==> config.mk <==
export PLATFORM = sky130hd
export DESIGN_NAME = two_bit_counter_branch_predictor_core
export DESIGN_NICKNAME = d
export VERILOG_FILES = /design/src/rtl/tbcbp_pkg.sv /design/src/rtl/tbcbp_index.sv /design/src/rtl/tbcbp_table.sv /design/src/rtl/two_bit_counter_branch_predictor_core.sv
export SDC_FILE = /design/constraint.sdc
export NUM_CORES = 1
export LEC_CHECK = 0
export BUFFER_PORTS_ARGS = -buffer_cell sky130_fd_sc_hd__buf_4
export CAP_MARGIN = 20
export CORE_UTILIZATION = 45
export DETAILED_ROUTE_END_ITERATION = 8
export RECOVER_POWER = 50
export SLEW_MARGIN = 20
export SYNTH_ARGS = -nofsm -noshare
export SYNTH_HDL_FRONTEND = slang
export SYNTH_HIERARCHICAL = 1
export SYNTH_SLANG_ARGS = --single-unit
==> constraint.sdc <==
create_clock -name i_clk -period 16.2 [get_ports i_clk]
set_input_delay 0.81 -clock i_clk [delete_from_list [all_inputs] [get_ports i_clk]]
set_output_delay 0.81 -clock i_clk [all_outputs]
set_load 0.01 [all_outputs]
==> src/rtl/tbcbp_pkg.sv <==
// ----------------------------------------------------------------------------
// tbcbp_pkg
// Shared types, constants and counter helpers for the two-bit counter
// branch predictor.
// ----------------------------------------------------------------------------
package tbcbp_pkg;

    // Field widths fixed by the branch interface
    localparam int ADDR_W   = 64;
    localparam int HIST_W   = 64;
    localparam int CFG_W    = 7;
    localparam int APB_DW   = 32;
    localparam int APB_AW   = 3;

    // Address chunks folded into the index on non power-of-two tables
    localparam int FOLD_W   = 8;
    localparam int FOLDS    = ADDR_W / FOLD_W;

    // Register map (word index taken from paddr[2])
    typedef logic [0:0] t_reg_idx;
    localparam t_reg_idx REG_HISTORY_BITS = 1'b0;

    // Two-bit saturating counter
    typedef logic [1:0] t_ctr;
    localparam t_ctr CTR_RESET = 2'd1;
    localparam t_ctr CTR_MAX   = 2'd3;
    localparam t_ctr CTR_MIN   = 2'd0;

    // Table status seen by the top level
    typedef struct packed {
        logic clearing;
        logic writeback;
    } t_tbl_status;

    // Step the counter one toward the outcome, saturating at both ends
    function automatic t_ctr ctr_next(input t_ctr ctr, input logic tk);
        t_ctr res;
        res = ctr;
        if (tk) begin
            if (ctr != CTR_MAX) res = ctr + 2'd1;
        end else begin
            if (ctr != CTR_MIN) res = ctr - 2'd1;
        end
        return res;
    endfunction

    // Prediction is the counter's upper bit; a miss is a disagreement
    function automatic logic ctr_miss(input t_ctr ctr, input logic tk);
        return ctr[1] ^ tk;
    endfunction

endpackage

==> src/rtl/tbcbp_index.sv <==
// ----------------------------------------------------------------------------
// tbcbp_index
// Global history register and table index generation: folds history into
// the branch address and reduces the result modulo the table size.
// ----------------------------------------------------------------------------
module tbcbp_index #(
    parameter int TABLE_ENTRIES = 256
) (
    input  logic                                 i_clk,
    input  logic                                 i_rst_n,
    input  logic                                 i_go,
    input  logic [tbcbp_pkg::ADDR_W-1:0]         i_branch_address,
    input  logic                                 i_taken,
    input  logic [tbcbp_pkg::CFG_W-1:0]          i_history_bits,
    output logic                                 o_done,
    output logic [$clog2(TABLE_ENTRIES)-1:0]     o_index
);
    import tbcbp_pkg::*;

    localparam int IDXW = $clog2(TABLE_ENTRIES);
    localparam logic [CFG_W-1:0] HB_MAX = CFG_W'(HIST_W);

    logic [HIST_W-1:0] r_hist;
    logic [HIST_W-1:0] n_hist;
    logic [CFG_W-1:0]  hb;
    logic [CFG_W-1:0]  sh_full;
    logic [5:0]        sh;
    logic [ADDR_W-1:0] hash;

    // Weight of each address chunk: 2^(FOLD_W*k) mod TABLE_ENTRIES
    function automatic logic [FOLDS*IDXW-1:0] fold_weights();
        logic [FOLDS*IDXW-1:0] res;
        longint unsigned       w;
        res = '0;
        w   = 64'd1;
        for (int k = 0; k < FOLDS; k++) begin
            res[IDXW*k +: IDXW] = IDXW'(w % TABLE_ENTRIES);
            w = (w << FOLD_W) % TABLE_ENTRIES;
        end
        return res;
    endfunction

    // Saturate history length, shift in outcome, fold into address
    always_comb begin
        hb      = (i_history_bits > HB_MAX) ? HB_MAX : i_history_bits;
        sh_full = HB_MAX - hb;
        sh      = sh_full[5:0];
        if (hb == '0) begin
            n_hist = '0;
            hash   = i_branch_address;
        end else begin
            n_hist = {r_hist[HIST_W-2:0], i_taken};
            hash   = i_branch_address ^ (n_hist << sh);
        end
    end

    // Hold global history, advance on each accepted beat
    always_ff @(posedge i_clk) begin
        if (!i_rst_n) begin
            r_hist <= '0;
        end else if (i_go) begin
            r_hist <= n_hist;
        end
    end

    generate
        if ((TABLE_ENTRIES & (TABLE_ENTRIES - 1)) == 0) begin : g_pow2
            logic            r_done;
            logic [IDXW-1:0] r_index;

            // Mask low bits for a power-of-two table
            always_ff @(posedge i_clk) begin
                if (!i_rst_n) begin
                    r_done <= 1'b0;
                end else begin
                    r_done <= i_go;
                end
                if (i_go) r_index <= hash[IDXW-1:0];
            end

            assign o_done  = r_done;
            assign o_index = r_index;
        end else begin : g_mod
            localparam int SUM_W = 27;
            localparam logic [IDXW:0]         N_C     = (IDXW+1)'(TABLE_ENTRIES);
            localparam logic [SUM_W-1:0]      RECIP   = SUM_W'((64'd1 << SUM_W) / TABLE_ENTRIES);
            localparam logic [FOLDS*IDXW-1:0] WEIGHTS = fold_weights();

            logic                  r_v1;
            logic                  r_v2;
            logic                  r_v3;
            logic                  r_done;
            logic [ADDR_W-1:0]     r_word;
            logic [SUM_W-1:0]      r_sum;
            logic [SUM_W-1:0]      r_quo;
            logic [IDXW-1:0]       r_rem;
            logic [SUM_W-1:0]      sum;
            logic [2*SUM_W-1:0]    quo_prod;
            logic [2*IDXW+1:0]     qn_prod;
            logic [IDXW:0]         diff;

            // Fold chunks by weight, estimate quotient by reciprocal, take remainder
            always_comb begin
                sum = '0;
                for (int k = 0; k < FOLDS; k++) begin
                    sum = sum + SUM_W'(r_word[FOLD_W*k +: FOLD_W])
                              * SUM_W'(WEIGHTS[IDXW*k +: IDXW]);
                end
                quo_prod = {{SUM_W{1'b0}}, r_sum} * {{SUM_W{1'b0}}, RECIP};
                qn_prod  = {{(IDXW+1){1'b0}}, r_quo[IDXW:0]} * {{(IDXW+1){1'b0}}, N_C};
                diff     = r_sum[IDXW:0] - qn_prod[IDXW:0];
            end

            // Three stages: fold, quotient estimate, remainder with one correction
            always_ff @(posedge i_clk) begin
                if (!i_rst_n) begin
                    r_v1   <= 1'b0;
                    r_v2   <= 1'b0;
                    r_v3   <= 1'b0;
                    r_done <= 1'b0;
                end else begin
                    r_v1   <= i_go;
                    r_v2   <= r_v1;
                    r_v3   <= r_v2;
                    r_done <= r_v3;
                end
                if (i_go) r_word <= hash;
                if (r_v1) r_sum <= sum;
                if (r_v2) r_quo <= quo_prod[2*SUM_W-1:SUM_W];
                if (r_v3) begin
                    r_rem <= (diff >= N_C) ? (diff[IDXW-1:0] - N_C[IDXW-1:0])
                                           : diff[IDXW-1:0];
                end
            end

            assign o_done  = r_done;
            assign o_index = r_rem;
        end
    endgenerate

endmodule

==> src/rtl/tbcbp_table.sv <==
// ----------------------------------------------------------------------------
// tbcbp_table
// Counter table memory with read-modify-write update and a clearing pass
// after reset.
// ----------------------------------------------------------------------------
module tbcbp_table #(
    parameter int TABLE_ENTRIES = 256
) (
    input  logic                              i_clk,
    input  logic                              i_rst_n,
    input  logic                              i_lookup,
    input  logic [$clog2(TABLE_ENTRIES)-1:0]  i_index,
    input  logic                              i_taken,
    output tbcbp_pkg::t_tbl_status            o_status,
    output logic                              o_valid,
    output logic                              o_mispredicted
);
    import tbcbp_pkg::*;

    localparam int IDXW = $clog2(TABLE_ENTRIES);
    localparam logic [IDXW-1:0] LAST_ADDR = IDXW'(TABLE_ENTRIES - 1);

    typedef enum logic [1:0] {
        ST_CLEAR,
        ST_IDLE,
        ST_UPDATE
    } t_state;

    t_state          r_state;
    logic [IDXW-1:0] r_clr_addr;
    logic [IDXW-1:0] r_idx;
    logic            r_tk;
    logic            r_valid;
    logic            r_miss;
    t_ctr            r_rd;

    t_ctr            mem [TABLE_ENTRIES];

    logic            we;
    logic [IDXW-1:0] waddr;
    t_ctr            wdata;

    // Select clearing write or counter write-back
    always_comb begin
        we    = (r_state == ST_CLEAR) || (r_state == ST_UPDATE);
        waddr = (r_state == ST_CLEAR) ? r_clr_addr : r_idx;
        wdata = (r_state == ST_CLEAR) ? CTR_RESET : ctr_next(r_rd, r_tk);
    end

    // Counter memory: one write port, one registered read port
    always_ff @(posedge i_clk) begin
        if (we) mem[waddr] <= wdata;
        r_rd <= mem[i_index];
    end

    // Sequence clearing, lookup and write-back
    always_ff @(posedge i_clk) begin
        if (!i_rst_n) begin
            r_state    <= ST_CLEAR;
            r_clr_addr <= '0;
            r_valid    <= 1'b0;
        end else begin
            r_valid <= 1'b0;
            unique case (r_state)
                ST_CLEAR: begin
                    r_clr_addr <= r_clr_addr + 1'b1;
                    if (r_clr_addr == LAST_ADDR) r_state <= ST_IDLE;
                end
                ST_IDLE: begin
                    if (i_lookup) begin
                        r_idx   <= i_index;
                        r_tk    <= i_taken;
                        r_state <= ST_UPDATE;
                    end
                end
                ST_UPDATE: begin
                    r_valid <= 1'b1;
                    r_miss  <= ctr_miss(r_rd, r_tk);
                    r_state <= ST_IDLE;
                end
                default: r_state <= ST_IDLE;
            endcase
        end
    end

    assign o_status.clearing  = (r_state == ST_CLEAR);
    assign o_status.writeback = (r_state == ST_UPDATE);
    assign o_valid            = r_valid;
    assign o_mispredicted     = r_miss;

endmodule

==> src/rtl/two_bit_counter_branch_predictor_core.sv <==
// ----------------------------------------------------------------------------
// two_bit_counter_branch_predictor_core
// Gshare-style predictor update: one resolved branch per command, one
// mispredict flag per branch.
// ----------------------------------------------------------------------------
// Path: index register, then counter read, then write-back with the strobe;
//   other table sizes add the chunk fold, quotient and remainder registers.
// Occupancy: one branch in flight at a time; busy stays high from acceptance
//   until the counter memory's read-then-write-back is under way.
// Reset: synchronous; clears history and the history length, then sweeps the
//   whole counter memory to weakly not taken with busy high.
// The result strobe lasts one cycle; the receiver cannot stall it.
module two_bit_counter_branch_predictor_core #(
    parameter int TABLE_ENTRIES = 256
) (
    input  logic                                i_clk,
    input  logic                                i_rst_n,
    input  logic                                start,
    output logic                                busy,
    input  logic [tbcbp_pkg::ADDR_W-1:0]        i_branch_address,
    input  logic                                i_taken,
    output logic                                o_result_valid,
    output logic                                o_mispredicted,
    input  logic                                psel,
    input  logic                                penable,
    input  logic                                pwrite,
    input  logic [tbcbp_pkg::APB_AW-1:0]        paddr,
    input  logic [tbcbp_pkg::APB_DW-1:0]        pwdata,
    output logic [tbcbp_pkg::APB_DW-1:0]        prdata,
    output logic                                pready
);
    import tbcbp_pkg::*;

    localparam int IDXW = $clog2(TABLE_ENTRIES);

    logic             accept;
    logic             r_inflight;
    logic             r_taken;
    logic [CFG_W-1:0] r_history_bits;
    logic             idx_done;
    logic [IDXW-1:0]  idx;
    t_tbl_status      tbl_status;
    t_reg_idx         reg_sel;

    assign accept  = start && !busy;
    assign busy    = r_inflight || tbl_status.clearing;
    assign reg_sel = paddr[APB_AW-1:APB_AW-1];
    assign pready  = 1'b1;

    // Track the beat in flight; release once the write-back is under way
    always_ff @(posedge i_clk) begin
        if (!i_rst_n) begin
            r_inflight <= 1'b0;
        end else if (accept) begin
            r_inflight <= 1'b1;
        end else if (tbl_status.writeback) begin
            r_inflight <= 1'b0;
        end
        if (accept) r_taken <= i_taken;
    end

    // Write the history length register
    always_ff @(posedge i_clk) begin
        if (!i_rst_n) begin
            r_history_bits <= '0;
        end else if (psel && penable && pwrite && pready
                     && (reg_sel == REG_HISTORY_BITS)) begin
            r_history_bits <= pwdata[CFG_W-1:0];
        end
    end

    // Read back registers
    always_comb begin
        unique case (reg_sel)
            REG_HISTORY_BITS: prdata = {{(APB_DW-CFG_W){1'b0}}, r_history_bits};
            default:          prdata = '0;
        endcase
    end

    tbcbp_index #(
        .TABLE_ENTRIES(TABLE_ENTRIES)
    ) u_index (
        .i_clk            (i_clk),
        .i_rst_n          (i_rst_n),
        .i_go             (accept),
        .i_branch_address (i_branch_address),
        .i_taken          (i_taken),
        .i_history_bits   (r_history_bits),
        .o_done           (idx_done),
        .o_index          (idx)
    );

    tbcbp_table #(
        .TABLE_ENTRIES(TABLE_ENTRIES)
    ) u_table (
        .i_clk          (i_clk),
        .i_rst_n        (i_rst_n),
        .i_lookup       (idx_done),
        .i_index        (idx),
        .i_taken        (r_taken),
        .o_status       (tbl_status),
        .o_valid        (o_result_valid),
        .o_mispredicted (o_mispredicted)
    );

endmodule

==> flow_summary.yaml <==
clock_tree:
  clk_latency_ns: 0.61
  postCtsHoldBufs: 0
  cts_tree: "done"
  clockBufferDepth: 3
  path_clk_slew_ns: 0.06
  cts.repair.resized: 0
  root_buffer: "clkbuf_16"
  ctsHtreeMaxLevel: 2
  numClockSinks: 560
  cts_buffers: 58
  cts_setup_buffers: 0
floorplanning:
  rows: 84
  fp.dieW_um: 232.5
  ios: 142
  core-area_um2: 52550
  dieArea_um2: 54040
  die_h_um: 232.5
  start_util: 0.4548
yosys:
  synthArstFlopShare: 0
  yosysWarningCount: 6
  synth_mux_area_frac: 0.1344
  synth_cell_types: 75
  ys_seq_area_frac: 0.6914
  ys_seq_elements: 560
  synth_top_family_by_area: "multiplexers"
  synth-adder-area-share: 0.001047
  synth_edf_count: 531
  netlist_instances: 1558
  netlist_area_um2: 23900
  synthXorXnorAreaFrac: 0.006544
  syn_avg_cell_area_um2: 15.34
  synth-main-ff-cell: "edfxtp_1"
  synth-simple-area-share: 0.09664
  synth_compound_area_frac: 0.03827
route:
  routed_wl_mm: 56.38
  wl_per_cell_um: 24.40
  ant_nets: 0
  via_count: 13300
  drt-pass1-iter-count: 8
  post-route-drc-count: 0
  drtIter0Drc: 1274
  avgViaCountPerCell: 5.755
timing:
  slew_violations: 622
  fin_skew_ns: 0.01086
  hold_viol: 0
  finalCritPeriodShare: 0.4783
  postLayoutSetupSlackWorst_ns: 8.452
  setup_viol: 0
  final.setup.tns_ns: 0
  rsz0062_at_grt: "no"
  max_freq_mhz: 129.1
  fin_crit_ns: 7.748
  slew_headroom: -2.371
  tightest_slew_ns: 5.057
cells_and_area:
  antenna_cells: 0
  final_common_cell: "edfxtp_1"
  area_growth_pct: 10.11
  layout_common_cells: "edfxtp_1, nor2_1, mux2i_1"
  nFillCells: 4473
  regArea_um2: 16530
  layout-drive-gt1-share: 0.1443
  nNetsFinal: 1682
  multiInputGateArea_um2: 6724
worst_setup_path:
  start_kind: "flop"
  critPathMaxStageDelay_ns: 2.80
  worstPathBufferInverterCount: 2
  r2r_slack_ns: 8.45
  r2r_end: "u_table/mem[85][0]"
  cpMostUsedCell: "clkbuf_1"
  worst_r2r_path_depth: 4
  cp-end-kind: "flop"
  r2r_start: "u_table/r_state[0]"
  worstPathRequired_ns: 16.06
  cp_data_arrival_time_ns: 7.61
  worstSetupPathType: "reg -> reg"
  cp_max_fo: 94
  cp_top_family: "buffers and inverters"
  path_cells: "or2_0, o21ai_4, clkbuf_1, clkbuf_1"
  crit_path_top_delay_cell: "clkbuf_1"
global_routing:
  grt_pass1_vias: 13600
  grt.overflow.total: 0
  track_usage: 0.2126
  antenna_found_initial: 1
  grt_start_max_net_pins: 108
  grt_pass1_wl_mm: 84.44
power_and_ir_drop:
  leakage_nw: 8.751
  p_per_area_nw_per_um2: 110.0
  peakVddDrop_uv: 84.13
placement:
  hpwl_mm: 32.26
  gp_congestion: 0.7923
  dpl_worst_slack_ns: 11.79
  numPortBuffers: 32
outcome:
  violations: "capacitance limit, slew limit"
  status: "complete, but fails checks"
hold_path:
  worstHoldStart: "r_taken"
  min_delay_path_depth: 0
  hp-class: "reg -> reg"
  whs_endpoint: "u_table/r_tk"
job:
  cap_violations: 13
-- kinds of logic after synthesis --
group | Yosys count
simple gates | 505
compound gates | 129
xor+xnor | 17
fa+ha+maj | 2
buf+inv | 130
flops | 560
mux | 213
other cells | 2
-- flip-flops by register name (all words and copies together), names as in the netlist --
| signal | count |
|---|---|
| r_history_bits | 7 |
| r_inflight | 1 |
| r_taken | 1 |
| u_index/o_done | 1 |
| u_index/o_index | 8 |
| u_index/r_hist | 7 |
| u_table/mem | 512 |
| u_table/o_mispredicted | 1 |
| u_table/o_valid | 1 |
| u_table/r_clr_addr | 8 |
| u_table/r_idx | 8 |
| u_table/r_rd | 2 |
| u_table/r_state | 2 |
| u_table/r_tk | 1 |
-- final cells by class --
type,instances,area share
sequential,560,0.6280
multi-input combinational,892,0.2555
clock buffer,67,0.05762
tap,688,0.03271
clock inverter,41,0.01241
timing repair buffer,52,0.01231
inverter,10,0.001474
-- Yosys cell counts, types with 5 or more instances --
master	count	share of area
a21oi_1	19	0.0040
a22oi_1	9	0.0028
and2_1	12	0.0031
and2b_2	7	0.0026
buf_2	15	0.0031
buf_4	35	0.011
buf_6	14	0.0066
clkbuf_1	52	0.0082
dfxtp_1	29	0.024
edfxtp_1	531	0.67
inv_1	8	0.0013
mux2_2	7	0.0033
mux2i_1	120	0.050
mux4_2	81	0.076
nand2_1	84	0.013
nand3_1	11	0.0023
nand3b_1	20	0.0063
nor2_1	286	0.045
nor2b_1	15	0.0039
nor3_1	11	0.0023
nor4_1	7	0.0018
o21ai_0	20	0.0042
o221ai_1	11	0.0040
o22ai_1	33	0.0086
or2_1	8	0.0021
or2_2	10	0.0026
or3_1	8	0.0021
xnor2_1	5	0.0018
xor2_1	11	0.0040
-- worst register-to-register path, stage by stage, from the launching register on --
cell	delay (ns)
dfxtp_1	0.55
or2_0	0.74
o21ai_4	0.20
clkbuf_1	2.66
clkbuf_1	2.81
-- worst max path at each step --
stage / startpoint / to / slack (ns) / depth (start not counted)
floorplan: u_table/r_tk / u_table/mem[0][0] / 3.63 / 2
global placement: u_table/r_state[0] / u_table/mem[140][0] / 11.90 / 7
detailed placement: u_table/r_state[0] / u_table/mem[112][1] / 11.79 / 6
CTS: u_table/r_state[0] / u_table/mem[128][1] / 11.77 / 6
global route: u_table/r_state[0] / u_table/mem[66][0] / 7.67 / 4
finish: u_table/r_state[0] / u_table/mem[85][0] / 8.45 / 4
-- power by group --
group | switching, W | internal [W]
combinational | 0.0000272 | 0.0000103
sequential | 0.00000226 | 0.00156
clock | 0.000546 | 0.000747
total | 0.000576 | 0.00232
-- stage by stage --
| step | area [um2] | hold WS [ns] | util | total power (W) | cells |
|---|---|---|---|---|---|
| 4_1_cts | 26430 | 0.4182 | 0.5029 | 0.002921 | 2310 |
| 6_report | 26320 | 0.4261 | 0.5008 | 0.002895 | 2310 |
| 5_1_grt | 26320 | 0.4326 | 0.5008 | 0.002976 | 2310 |
| 2_1_floorplan | 23990 | 0.4003 | - | 0.001620 | 1582 |
| 3_3_place_gp | 24570 | 0.4144 | 0.4676 | 0.001633 | 2201 |
| 3_5_place_dp | 24580 | 0.4116 | 0.4678 | 0.001633 | 2202 |
-- per-layer routing --
| layer | up-vias | global-route usage | wire length (um) |
|---|---|---|---|
| met1 | 6840 | 0.2902 | 23870 |
| met5 | - | 0 | 8 |
| li1 | 5924 | - | - |
| met4 | 2 | 0.06005 | 1401 |
| met3 | 95 | 0.04130 | 3715 |
| met2 | 434 | 0.3471 | 27380 |
Note: power is estimated with default switching activity, not from simulation.
